### src/hw/rtl/mtcm_pkg.sv
// ----------------------------------------------------------------------------
// mtcm_pkg
// Shared types and constants for the Manchester transmitter channel monitor.
// ----------------------------------------------------------------------------
package mtcm_pkg;

  localparam int unsigned CHAR_W = 7;
  localparam logic [2:0]  BIT_LAST = 3'd7;

  typedef enum logic [2:0] {
    OP_APPEND  = 3'd0,
    OP_START   = 3'd1,
    OP_TICK    = 3'd2,
    OP_EDGE    = 3'd3,
    OP_TIMEOUT = 3'd4,
    OP_BACKOFF = 3'd5,
    OP_NOP     = 3'd6
  } op_e;

  typedef struct packed {
    op_e               op;
    logic [CHAR_W-1:0] ch;
    logic              sample;
  } cmd_t;

  typedef struct packed {
    logic line_out;
    logic chan_idle;
    logic chan_busy;
    logic chan_collision;
    logic tx_active;
    logic backing_off;
    logic store_full;
  } res_t;

endpackage

### src/hw/rtl/manchester_tx_channel_monitor_core.sv
// ----------------------------------------------------------------------------
// manchester_tx_channel_monitor_core
// Event-driven Manchester transmitter with channel monitor.
// ----------------------------------------------------------------------------
// Takes one event per clock and returns one result per event, in order, while
// neither queue stalls. An event waits in the command queue and its result in
// the result queue before reaching the output side. The back end updates its
// state once per event, reading the current character from a store read port
// that always prefetches the character at the next send position. Both sides
// stall independently through two-entry queues.
// ----------------------------------------------------------------------------
module manchester_tx_channel_monitor_core
  import mtcm_pkg::*;
#(
  parameter int unsigned MSG_CHARS = 32
) (
  input  logic              clk_i,
  input  logic              rst_ni,
  input  logic              push,
  output logic              full,
  input  logic [2:0]        func_i,
  input  logic [CHAR_W-1:0] char_value_i,
  input  logic              line_sample_i,
  output logic              empty,
  input  logic              pop,
  output logic              line_out_o,
  output logic              chan_idle_o,
  output logic              chan_busy_o,
  output logic              chan_collision_o,
  output logic              tx_active_o,
  output logic              backing_off_o,
  output logic              store_full_o
);

  cmd_t cmd;
  logic cmd_empty;
  logic cmd_pop;
  logic res_full;
  logic res_push;
  res_t res_in;
  res_t res_out;

  mtcm_front u_front (
    .clk_i         (clk_i),
    .rst_ni        (rst_ni),
    .push_i        (push),
    .full_o        (full),
    .func_i        (func_i),
    .char_value_i  (char_value_i),
    .line_sample_i (line_sample_i),
    .cmd_pop_i     (cmd_pop),
    .cmd_empty_o   (cmd_empty),
    .cmd_o         (cmd)
  );

  mtcm_back #(
    .MSG_CHARS (MSG_CHARS)
  ) u_back (
    .clk_i       (clk_i),
    .rst_ni      (rst_ni),
    .cmd_empty_i (cmd_empty),
    .cmd_i       (cmd),
    .cmd_pop_o   (cmd_pop),
    .res_full_i  (res_full),
    .res_push_o  (res_push),
    .res_o       (res_in)
  );

  mtcm_fifo #(
    .T     (res_t),
    .DEPTH (2)
  ) u_res_fifo (
    .clk_i   (clk_i),
    .rst_ni  (rst_ni),
    .push_i  (res_push),
    .data_i  (res_in),
    .full_o  (res_full),
    .pop_i   (pop),
    .data_o  (res_out),
    .empty_o (empty)
  );

  assign line_out_o       = res_out.line_out;
  assign chan_idle_o      = res_out.chan_idle;
  assign chan_busy_o      = res_out.chan_busy;
  assign chan_collision_o = res_out.chan_collision;
  assign tx_active_o      = res_out.tx_active;
  assign backing_off_o    = res_out.backing_off;
  assign store_full_o     = res_out.store_full;

endmodule

### src/hw/rtl/mtcm_fifo.sv
// ----------------------------------------------------------------------------
// mtcm_fifo
// Small register queue used between the front end, back end and result port.
// ----------------------------------------------------------------------------
module mtcm_fifo #(
  parameter type         T     = logic,
  parameter int unsigned DEPTH = 2
) (
  input  logic clk_i,
  input  logic rst_ni,
  input  logic push_i,
  input  T     data_i,
  output logic full_o,
  input  logic pop_i,
  output T     data_o,
  output logic empty_o
);

  localparam int unsigned PW = (DEPTH > 1) ? $clog2(DEPTH) : 1;
  localparam int unsigned CW = $clog2(DEPTH + 1);

  T                mem_q [DEPTH];
  logic [PW-1:0]   wptr_q, wptr_d;
  logic [PW-1:0]   rptr_q, rptr_d;
  logic [CW-1:0]   cnt_q, cnt_d;
  logic            do_push, do_pop;

  assign full_o  = (cnt_q == CW'(DEPTH));
  assign empty_o = (cnt_q == '0);
  assign do_push = push_i & ~full_o;
  assign do_pop  = pop_i & ~empty_o;
  assign data_o  = mem_q[rptr_q];

  always_comb begin
    wptr_d = wptr_q;
    rptr_d = rptr_q;
    if (do_push) begin
      wptr_d = (wptr_q == PW'(DEPTH - 1)) ? '0 : wptr_q + PW'(1);
    end
    if (do_pop) begin
      rptr_d = (rptr_q == PW'(DEPTH - 1)) ? '0 : rptr_q + PW'(1);
    end
    cnt_d = cnt_q + CW'(do_push) - CW'(do_pop);
  end

  always_ff @(posedge clk_i or negedge rst_ni) begin
    if (!rst_ni) begin
      wptr_q <= '0;
      rptr_q <= '0;
      cnt_q  <= '0;
    end else begin
      wptr_q <= wptr_d;
      rptr_q <= rptr_d;
      cnt_q  <= cnt_d;
    end
  end

  always_ff @(posedge clk_i) begin
    if (do_push) begin
      mem_q[wptr_q] <= data_i;
    end
  end

endmodule

### src/hw/rtl/mtcm_front.sv
// ----------------------------------------------------------------------------
// mtcm_front
// Accepts event beats, decodes the function code and queues commands.
// ----------------------------------------------------------------------------
module mtcm_front
  import mtcm_pkg::*;
(
  input  logic              clk_i,
  input  logic              rst_ni,
  input  logic              push_i,
  output logic              full_o,
  input  logic [2:0]        func_i,
  input  logic [CHAR_W-1:0] char_value_i,
  input  logic              line_sample_i,
  input  logic              cmd_pop_i,
  output logic              cmd_empty_o,
  output cmd_t              cmd_o
);

  cmd_t cmd_in;

  always_comb begin
    cmd_in.ch     = char_value_i;
    cmd_in.sample = line_sample_i;
    case (func_i)
      OP_APPEND:  cmd_in.op = OP_APPEND;
      OP_START:   cmd_in.op = OP_START;
      OP_TICK:    cmd_in.op = OP_TICK;
      OP_EDGE:    cmd_in.op = OP_EDGE;
      OP_TIMEOUT: cmd_in.op = OP_TIMEOUT;
      OP_BACKOFF: cmd_in.op = OP_BACKOFF;
      default:    cmd_in.op = OP_NOP;
    endcase
  end

  mtcm_fifo #(
    .T     (cmd_t),
    .DEPTH (2)
  ) u_cmd_fifo (
    .clk_i   (clk_i),
    .rst_ni  (rst_ni),
    .push_i  (push_i),
    .data_i  (cmd_in),
    .full_o  (full_o),
    .pop_i   (cmd_pop_i),
    .data_o  (cmd_o),
    .empty_o (cmd_empty_o)
  );

endmodule

### src/hw/rtl/mtcm_back.sv
// ----------------------------------------------------------------------------
// mtcm_back
// Executes commands: character store, Manchester bit sequencer, channel flags.
// ----------------------------------------------------------------------------
module mtcm_back
  import mtcm_pkg::*;
#(
  parameter int unsigned MSG_CHARS = 32
) (
  input  logic clk_i,
  input  logic rst_ni,
  input  logic cmd_empty_i,
  input  cmd_t cmd_i,
  output logic cmd_pop_o,
  input  logic res_full_i,
  output logic res_push_o,
  output res_t res_o
);

  localparam int unsigned AW = (MSG_CHARS > 1) ? $clog2(MSG_CHARS) : 1;
  localparam int unsigned CW = $clog2(MSG_CHARS + 1);

  logic [CHAR_W-1:0] store_q [MSG_CHARS];
  logic [CHAR_W-1:0] rd_q;

  logic [CW-1:0] total_q, total_d;
  logic [CW-1:0] pos_q, pos_d;
  logic [2:0]    bit_q, bit_d;
  logic          half_q, half_d;
  logic          send_q, send_d;
  logic          ready_q, ready_d;
  logic          wait_q, wait_d;
  logic          idle_q, idle_d;
  logic          busy_q, busy_d;
  logic          coll_q, coll_d;
  logic          line_q, line_d;

  logic          issue;
  logic          wr_en;
  logic          drop;
  logic [7:0]    frame;
  logic          cur_bit;

  assign issue      = ~cmd_empty_i & ~res_full_i;
  assign cmd_pop_o  = issue;
  assign res_push_o = issue;

  assign frame   = {1'b1, rd_q};
  assign cur_bit = frame[BIT_LAST - bit_q];

  always_comb begin
    total_d = total_q;
    pos_d   = pos_q;
    bit_d   = bit_q;
    half_d  = half_q;
    send_d  = send_q;
    ready_d = ready_q;
    wait_d  = wait_q;
    idle_d  = idle_q;
    busy_d  = busy_q;
    coll_d  = coll_q;
    line_d  = line_q;
    wr_en   = 1'b0;
    drop    = 1'b0;
    if (issue) begin
      case (cmd_i.op)
        OP_APPEND: begin
          if (!send_q) begin
            if (total_q < CW'(MSG_CHARS)) begin
              wr_en   = 1'b1;
              total_d = total_q + CW'(1);
            end else begin
              drop = 1'b1;
            end
          end
        end
        OP_START: begin
          if (!send_q) begin
            send_d  = 1'b1;
            ready_d = 1'b1;
            pos_d   = '0;
            bit_d   = '0;
            half_d  = 1'b0;
          end
        end
        OP_TICK: begin
          if (send_q && !wait_q && !coll_q && ready_q) begin
            if (pos_q < total_q) begin
              if (!half_q) begin
                line_d = ~cur_bit;
                half_d = 1'b1;
              end else begin
                line_d = cur_bit;
                half_d = 1'b0;
                if (bit_q == BIT_LAST) begin
                  bit_d = '0;
                  pos_d = pos_q + CW'(1);
                end else begin
                  bit_d = bit_q + 3'd1;
                end
              end
            end else begin
              send_d  = 1'b0;
              ready_d = 1'b0;
              total_d = '0;
              line_d  = 1'b1;
              pos_d   = '0;
              bit_d   = '0;
              half_d  = 1'b0;
            end
          end
        end
        OP_EDGE: begin
          busy_d = 1'b1;
          idle_d = 1'b0;
          coll_d = 1'b0;
        end
        OP_TIMEOUT: begin
          if (cmd_i.sample) begin
            idle_d = 1'b1;
            coll_d = 1'b0;
          end else begin
            idle_d = 1'b0;
            coll_d = 1'b1;
            busy_d = 1'b0;
            if (ready_q) begin
              wait_d = 1'b1;
              line_d = 1'b1;
              pos_d  = '0;
              bit_d  = '0;
              half_d = 1'b0;
            end
          end
        end
        OP_BACKOFF: begin
          wait_d = 1'b0;
        end
        default: begin
        end
      endcase
    end
  end

  always_comb begin
    res_o.line_out       = line_d;
    res_o.chan_idle      = idle_d;
    res_o.chan_busy      = busy_d;
    res_o.chan_collision = coll_d;
    res_o.tx_active      = send_d;
    res_o.backing_off    = wait_d;
    res_o.store_full     = drop;
  end

  always_ff @(posedge clk_i or negedge rst_ni) begin
    if (!rst_ni) begin
      total_q <= '0;
      pos_q   <= '0;
      bit_q   <= '0;
      half_q  <= 1'b0;
      send_q  <= 1'b0;
      ready_q <= 1'b0;
      wait_q  <= 1'b0;
      idle_q  <= 1'b1;
      busy_q  <= 1'b0;
      coll_q  <= 1'b0;
      line_q  <= 1'b1;
    end else begin
      total_q <= total_d;
      pos_q   <= pos_d;
      bit_q   <= bit_d;
      half_q  <= half_d;
      send_q  <= send_d;
      ready_q <= ready_d;
      wait_q  <= wait_d;
      idle_q  <= idle_d;
      busy_q  <= busy_d;
      coll_q  <= coll_d;
      line_q  <= line_d;
    end
  end

  // prefetch the character at the next position; forward a same-address write
  always_ff @(posedge clk_i) begin
    if (wr_en) begin
      store_q[total_q[AW-1:0]] <= cmd_i.ch;
    end
    if (wr_en && (total_q[AW-1:0] == pos_d[AW-1:0])) begin
      rd_q <= cmd_i.ch;
    end else begin
      rd_q <= store_q[pos_d[AW-1:0]];
    end
  end

endmodule
### config.mk
export PLATFORM = sky130hd
export DESIGN_NAME = manchester_tx_channel_monitor_core
export DESIGN_NICKNAME = d
export VERILOG_FILES = /design/src/hw/rtl/mtcm_pkg.sv /design/src/hw/rtl/manchester_tx_channel_monitor_core.sv /design/src/hw/rtl/mtcm_fifo.sv /design/src/hw/rtl/mtcm_front.sv /design/src/hw/rtl/mtcm_back.sv
export SDC_FILE = /design/constraint.sdc
export NUM_CORES = 1
export LEC_CHECK = 0
export ABC_AREA = 1
export ABC_CLOCK_PERIOD_IN_PS = 2600
export BUFFER_PORTS_ARGS = -buffer_cell sky130_fd_sc_hd__buf_4
export CORE_ASPECT_RATIO = 1.25
export CORE_MARGIN = 3
export CORE_UTILIZATION = 25
export CTS_CLUSTER_SIZE = 20
export DETAILED_ROUTE_END_ITERATION = 10
export MAX_ROUTING_LAYER = met4
export PLACE_DENSITY_LB_ADDON = 0.12
export SKIP_CTS_REPAIR_TIMING = 1
export SYNTH_ARGS = -nofsm -noshare
export SYNTH_HDL_FRONTEND = slang
export SYNTH_HIERARCHICAL = 1
export SYNTH_SLANG_ARGS = --single-unit
### constraint.sdc
create_clock -name clk_i -period 2.6 [get_ports clk_i]
set_input_delay 0.78 -clock clk_i [delete_from_list [all_inputs] [get_ports clk_i]]
set_output_delay 0.78 -clock clk_i [all_outputs]
set_load 0.1 [all_outputs]
==> impl_metrics.toml <==
[synthesis]
yosys-top-cells-area = "edfxtp_1 (61%), nand2_1 (9.7%), nand3_1 (8.3%), dfrtp_1 (5.7%), nor2_1 (2.9%)"
synth_area_per_cell_sq_um = 11.0
synth_xor_area_share_pct = 0.413
synth-simple-area-share_pct = 21.7
synth_area_leader_cell = "edfxtp_1"
synth-seq-cells = 296
synth_cell_types = 43
synth_common_cells = "nand2_1 (330), edfxtp_1 (260), nand3_1 (210), nor2_1 (98), inv_1 (66)"
synth_top_family_by_area = "simple AND/OR/NAND/NOR gates"
synth_most_common_cell = "nand2_1"
synth-compound-area-share_pct = 2.56
async_reset_ff_share_pct = 10.5
ys.flop_type = "edfxtp_1"
ys_seq_area_share_pct = 68.2
synth.top_cell.area_share_pct = 61.3
synth_cells = 1160
syn-num-nets = 1191
synth-edff-count = 260
yosys_warnings = 6
syn_area_sq_um = 12700
synth_adder_area_share_pct = 1.57
synth.area.mux_share_pct = 0.0786

[power_and_ir_drop]
seq_power_share_pct = 43.2
p_clk_share_pct = 33.6
power_mw = 14.7
combinationalPowerShare_pct = 23.2
internal-power_mw = 10.0
powerDensity_nw_per_um2 = 975
max-vdd-ir-drop_mv = 0.965
p_switching_mw = 4.72
p_sw_share_pct = 32.0
p_leak_nw = 5.74

[sta]
max_freq_mhz = 416
setup_slack_ps = 196
slew_viol_final = 0
worst_pin_slew_ps = 667
fin_crit_ps = 2400
fin_skew_ps = 21.9
fin_crit_sh_pct = 92.5
slew_headroom_pct = 55.1
hold_viol = 0
finalSetupTns_ps = 0
finalSetupViolCount = 0
hold_slack_ps = 214

[finish]
drive_above_1_share_pct = 13.1
nFillCells = 5210
multi_input_area_sq_um = 3360
layout.nets = 1262
insertedDiodeCount = 0
area_growth_pct = 18.7
regArea_sq_um = 8690

[job]
timing.max_cap.violations = 0

[detailed_routing]
drcViolationCount = 0
vias_per_cell = 4.32
first_iter_violations = 390
avgRoutedWirePerCell_um = 17.6
routed_wl_um = 33600
routed-via-count = 8233
ant_nets = 0
drt_pre_antenna_iters = 4

[die]
die_y_um = 258
die-area_sq_um = 53700
pin_count = 24
start_util_pct = 25.5
rows = 91
core_sq_um = 49900
fp.dieW_um = 208

[setup_path]
arrival_ps = 1620
required_ps = 1820
cp-start-kind = "flop"
slowest_delay_ps = 570
worstSetupPathType = "flop to output pin"
end_kind = "output pin"
r2r_setup_slack_ps = 220
critical_path.max_fanout = 9
cp_common_cell = "nand2_1"
path_cells = "clkinv_4 > nand2_1 > nand2_1 > buf_4"
cp_slowest_cell = "dfrtp_1"

[grt]
antenna_found_initial = 0
grt_max_degree = 79
grt_pass1_vias = 8736
grt_use_total_pct = 13.0
gr-total-overflow = 0
grt_pass1_wl_um = 53200

[place]
pre_cts_ws_ps = 217
gp_congestion = 0.762
dp_hpwl_um = 21600
portBuffers = 23

[status]
status = "completed"

[clock_tree]
cts.reportedPaths.clkPinSlew_ps = 60
cts_max_level = 2
clk_path_buf_depth = 3
cts-root-buf = "clkbuf_16"
clk_latency_ps = 520
cts_tree = "built"
clock_sinks = 296
cts_buffers = 35

[worst_hold_path]
hold_path.class = "primary input to asynchronous set/reset pin"
==> kinds of logic (layout without fill, tap and decap cells) <==
kind of cell | after synthesis | in the layout
adder cells (fa/ha/maj) | 16 | 16
buffers and inverters | 133 | 227
multiplexers | 1 | 1
flip-flops | 296 | 296
XOR/XNOR | 6 | 6
AND/OR/NAND/NOR | 653 | 653
AO/OA/AOI/OAI | 55 | 55
==> routing by layer <==
layer | part of all wire (%) | global-route usage [%] | up-vias | routed length (um)
met4 | 2.2 | 3.60 | 0 | 745
met5 | 0 | - | - | 0
met3 | 2.7 | 1.76 | 53 | 915
met1 | 44 | 15.7 | 3976 | 14600
li1 | - | - | 4109 | -
met2 | 51 | 23.0 | 95 | 17300
==> cell type report <==
type | count | area share (%)
clock buffer | 48 | 6.60
tap | 651 | 5.39
clock inverter | 12 | 1.06
sequential | 296 | 57.5
timing repair buffer | 93 | 5.33
inverter | 74 | 1.88
multi-input combinational | 731 | 22.2
==> flip-flops by register name (all words and copies together) (netlist names), named ones only <==
signal,count
u_res_fifo/wptr_q,1
u_back/idle_q,1
u_front/u_cmd_fifo/rptr_q,1
u_back/busy_q,1
u_res_fifo/rptr_q,1
u_front/u_cmd_fifo/cnt_q,2
u_back/line_q,1
u_back/send_q,1
u_front/u_cmd_fifo/mem_q,22
u_res_fifo/cnt_q,2
u_back/pos_q,6
u_back/total_q,6
u_back/bit_q,3
u_back/half_q,1
u_back/ready_q,1
u_back/store_q,224
u_back/coll_q,1
u_back/wait_q,1
u_res_fifo/mem_q,14
u_front/u_cmd_fifo/wptr_q,1
==> power groups by stage <==
stage	clock, mW	combinational [mW]	sequential, mW
2_1_floorplan	0	2.42	6.40
3_3_place_gp	0	3.52	6.47
3_5_place_dp	0	3.52	6.47
4_1_cts	5.15	3.53	6.37
5_1_grt	5.32	3.89	6.42
6_report	4.96	3.41	6.37
==> worst max-delay path: cells and delay by family (launching register included) <==
| family | cells | cell delay [ps] |
|---|---|---|
| flops | 1 | 570 |
| simple gates | 2 | 150 |
| buf+inv | 2 | 390 |
==> layout by cell type, fill, tap and decap left out, types with 5 or more instances in the layout <==
| master | count |
|---|---|
| nand3_1 | 210 |
| edfxtp_1 | 260 |
| clkinv_2 | 6 |
| clkbuf_1 | 8 |
| buf_12 | 7 |
| a21oi_1 | 7 |
| buf_4 | 85 |
| o21ai_0 | 26 |
| inv_1 | 66 |
| nor2_1 | 98 |
| nand2_1 | 330 |
| dfrtp_1 | 28 |
| xor2_1 | 5 |
| ha_1 | 16 |
| clkbuf_16 | 37 |
==> through the flow <==
step / util, % / cell area (sq um) / std cells
final: 30.3 / 15100 / 1905
after global routing: 30.3 / 15100 / 1905
after CTS: 30.3 / 15100 / 1905
after detailed placement: 28.0 / 13900 / 1845
after global placement: 28.0 / 13900 / 1845
after floorplan: - / 12700 / 1160
==> path summary, 6_finish.rpt <==
kind                                               start                                       end  depth (start not counted)
max                        u_res_fifo/rptr_q$_DFFE_PN0P_                                line_out_o                          4
min                                               rst_ni               u_back/pos_q[5]$_DFFE_PN0P_                          1
max reg2reg                                         flop          u_res_fifo/mem_q[0][6]$_DFFE_PP_                         14
min reg2reg                u_res_fifo/wptr_q$_DFFE_PN0N_             u_res_fifo/wptr_q$_DFFE_PN0N_                          2
max in group asynchronous                         rst_ni     u_front/u_cmd_fifo/rptr_q$_DFFE_PN0P_                          1
min in group clk_i                       char_value_i[5]  u_front/u_cmd_fifo/mem_q[0][6]$_DFFE_PP_                          1
Note: power is estimated with default switching activity, not from simulation.
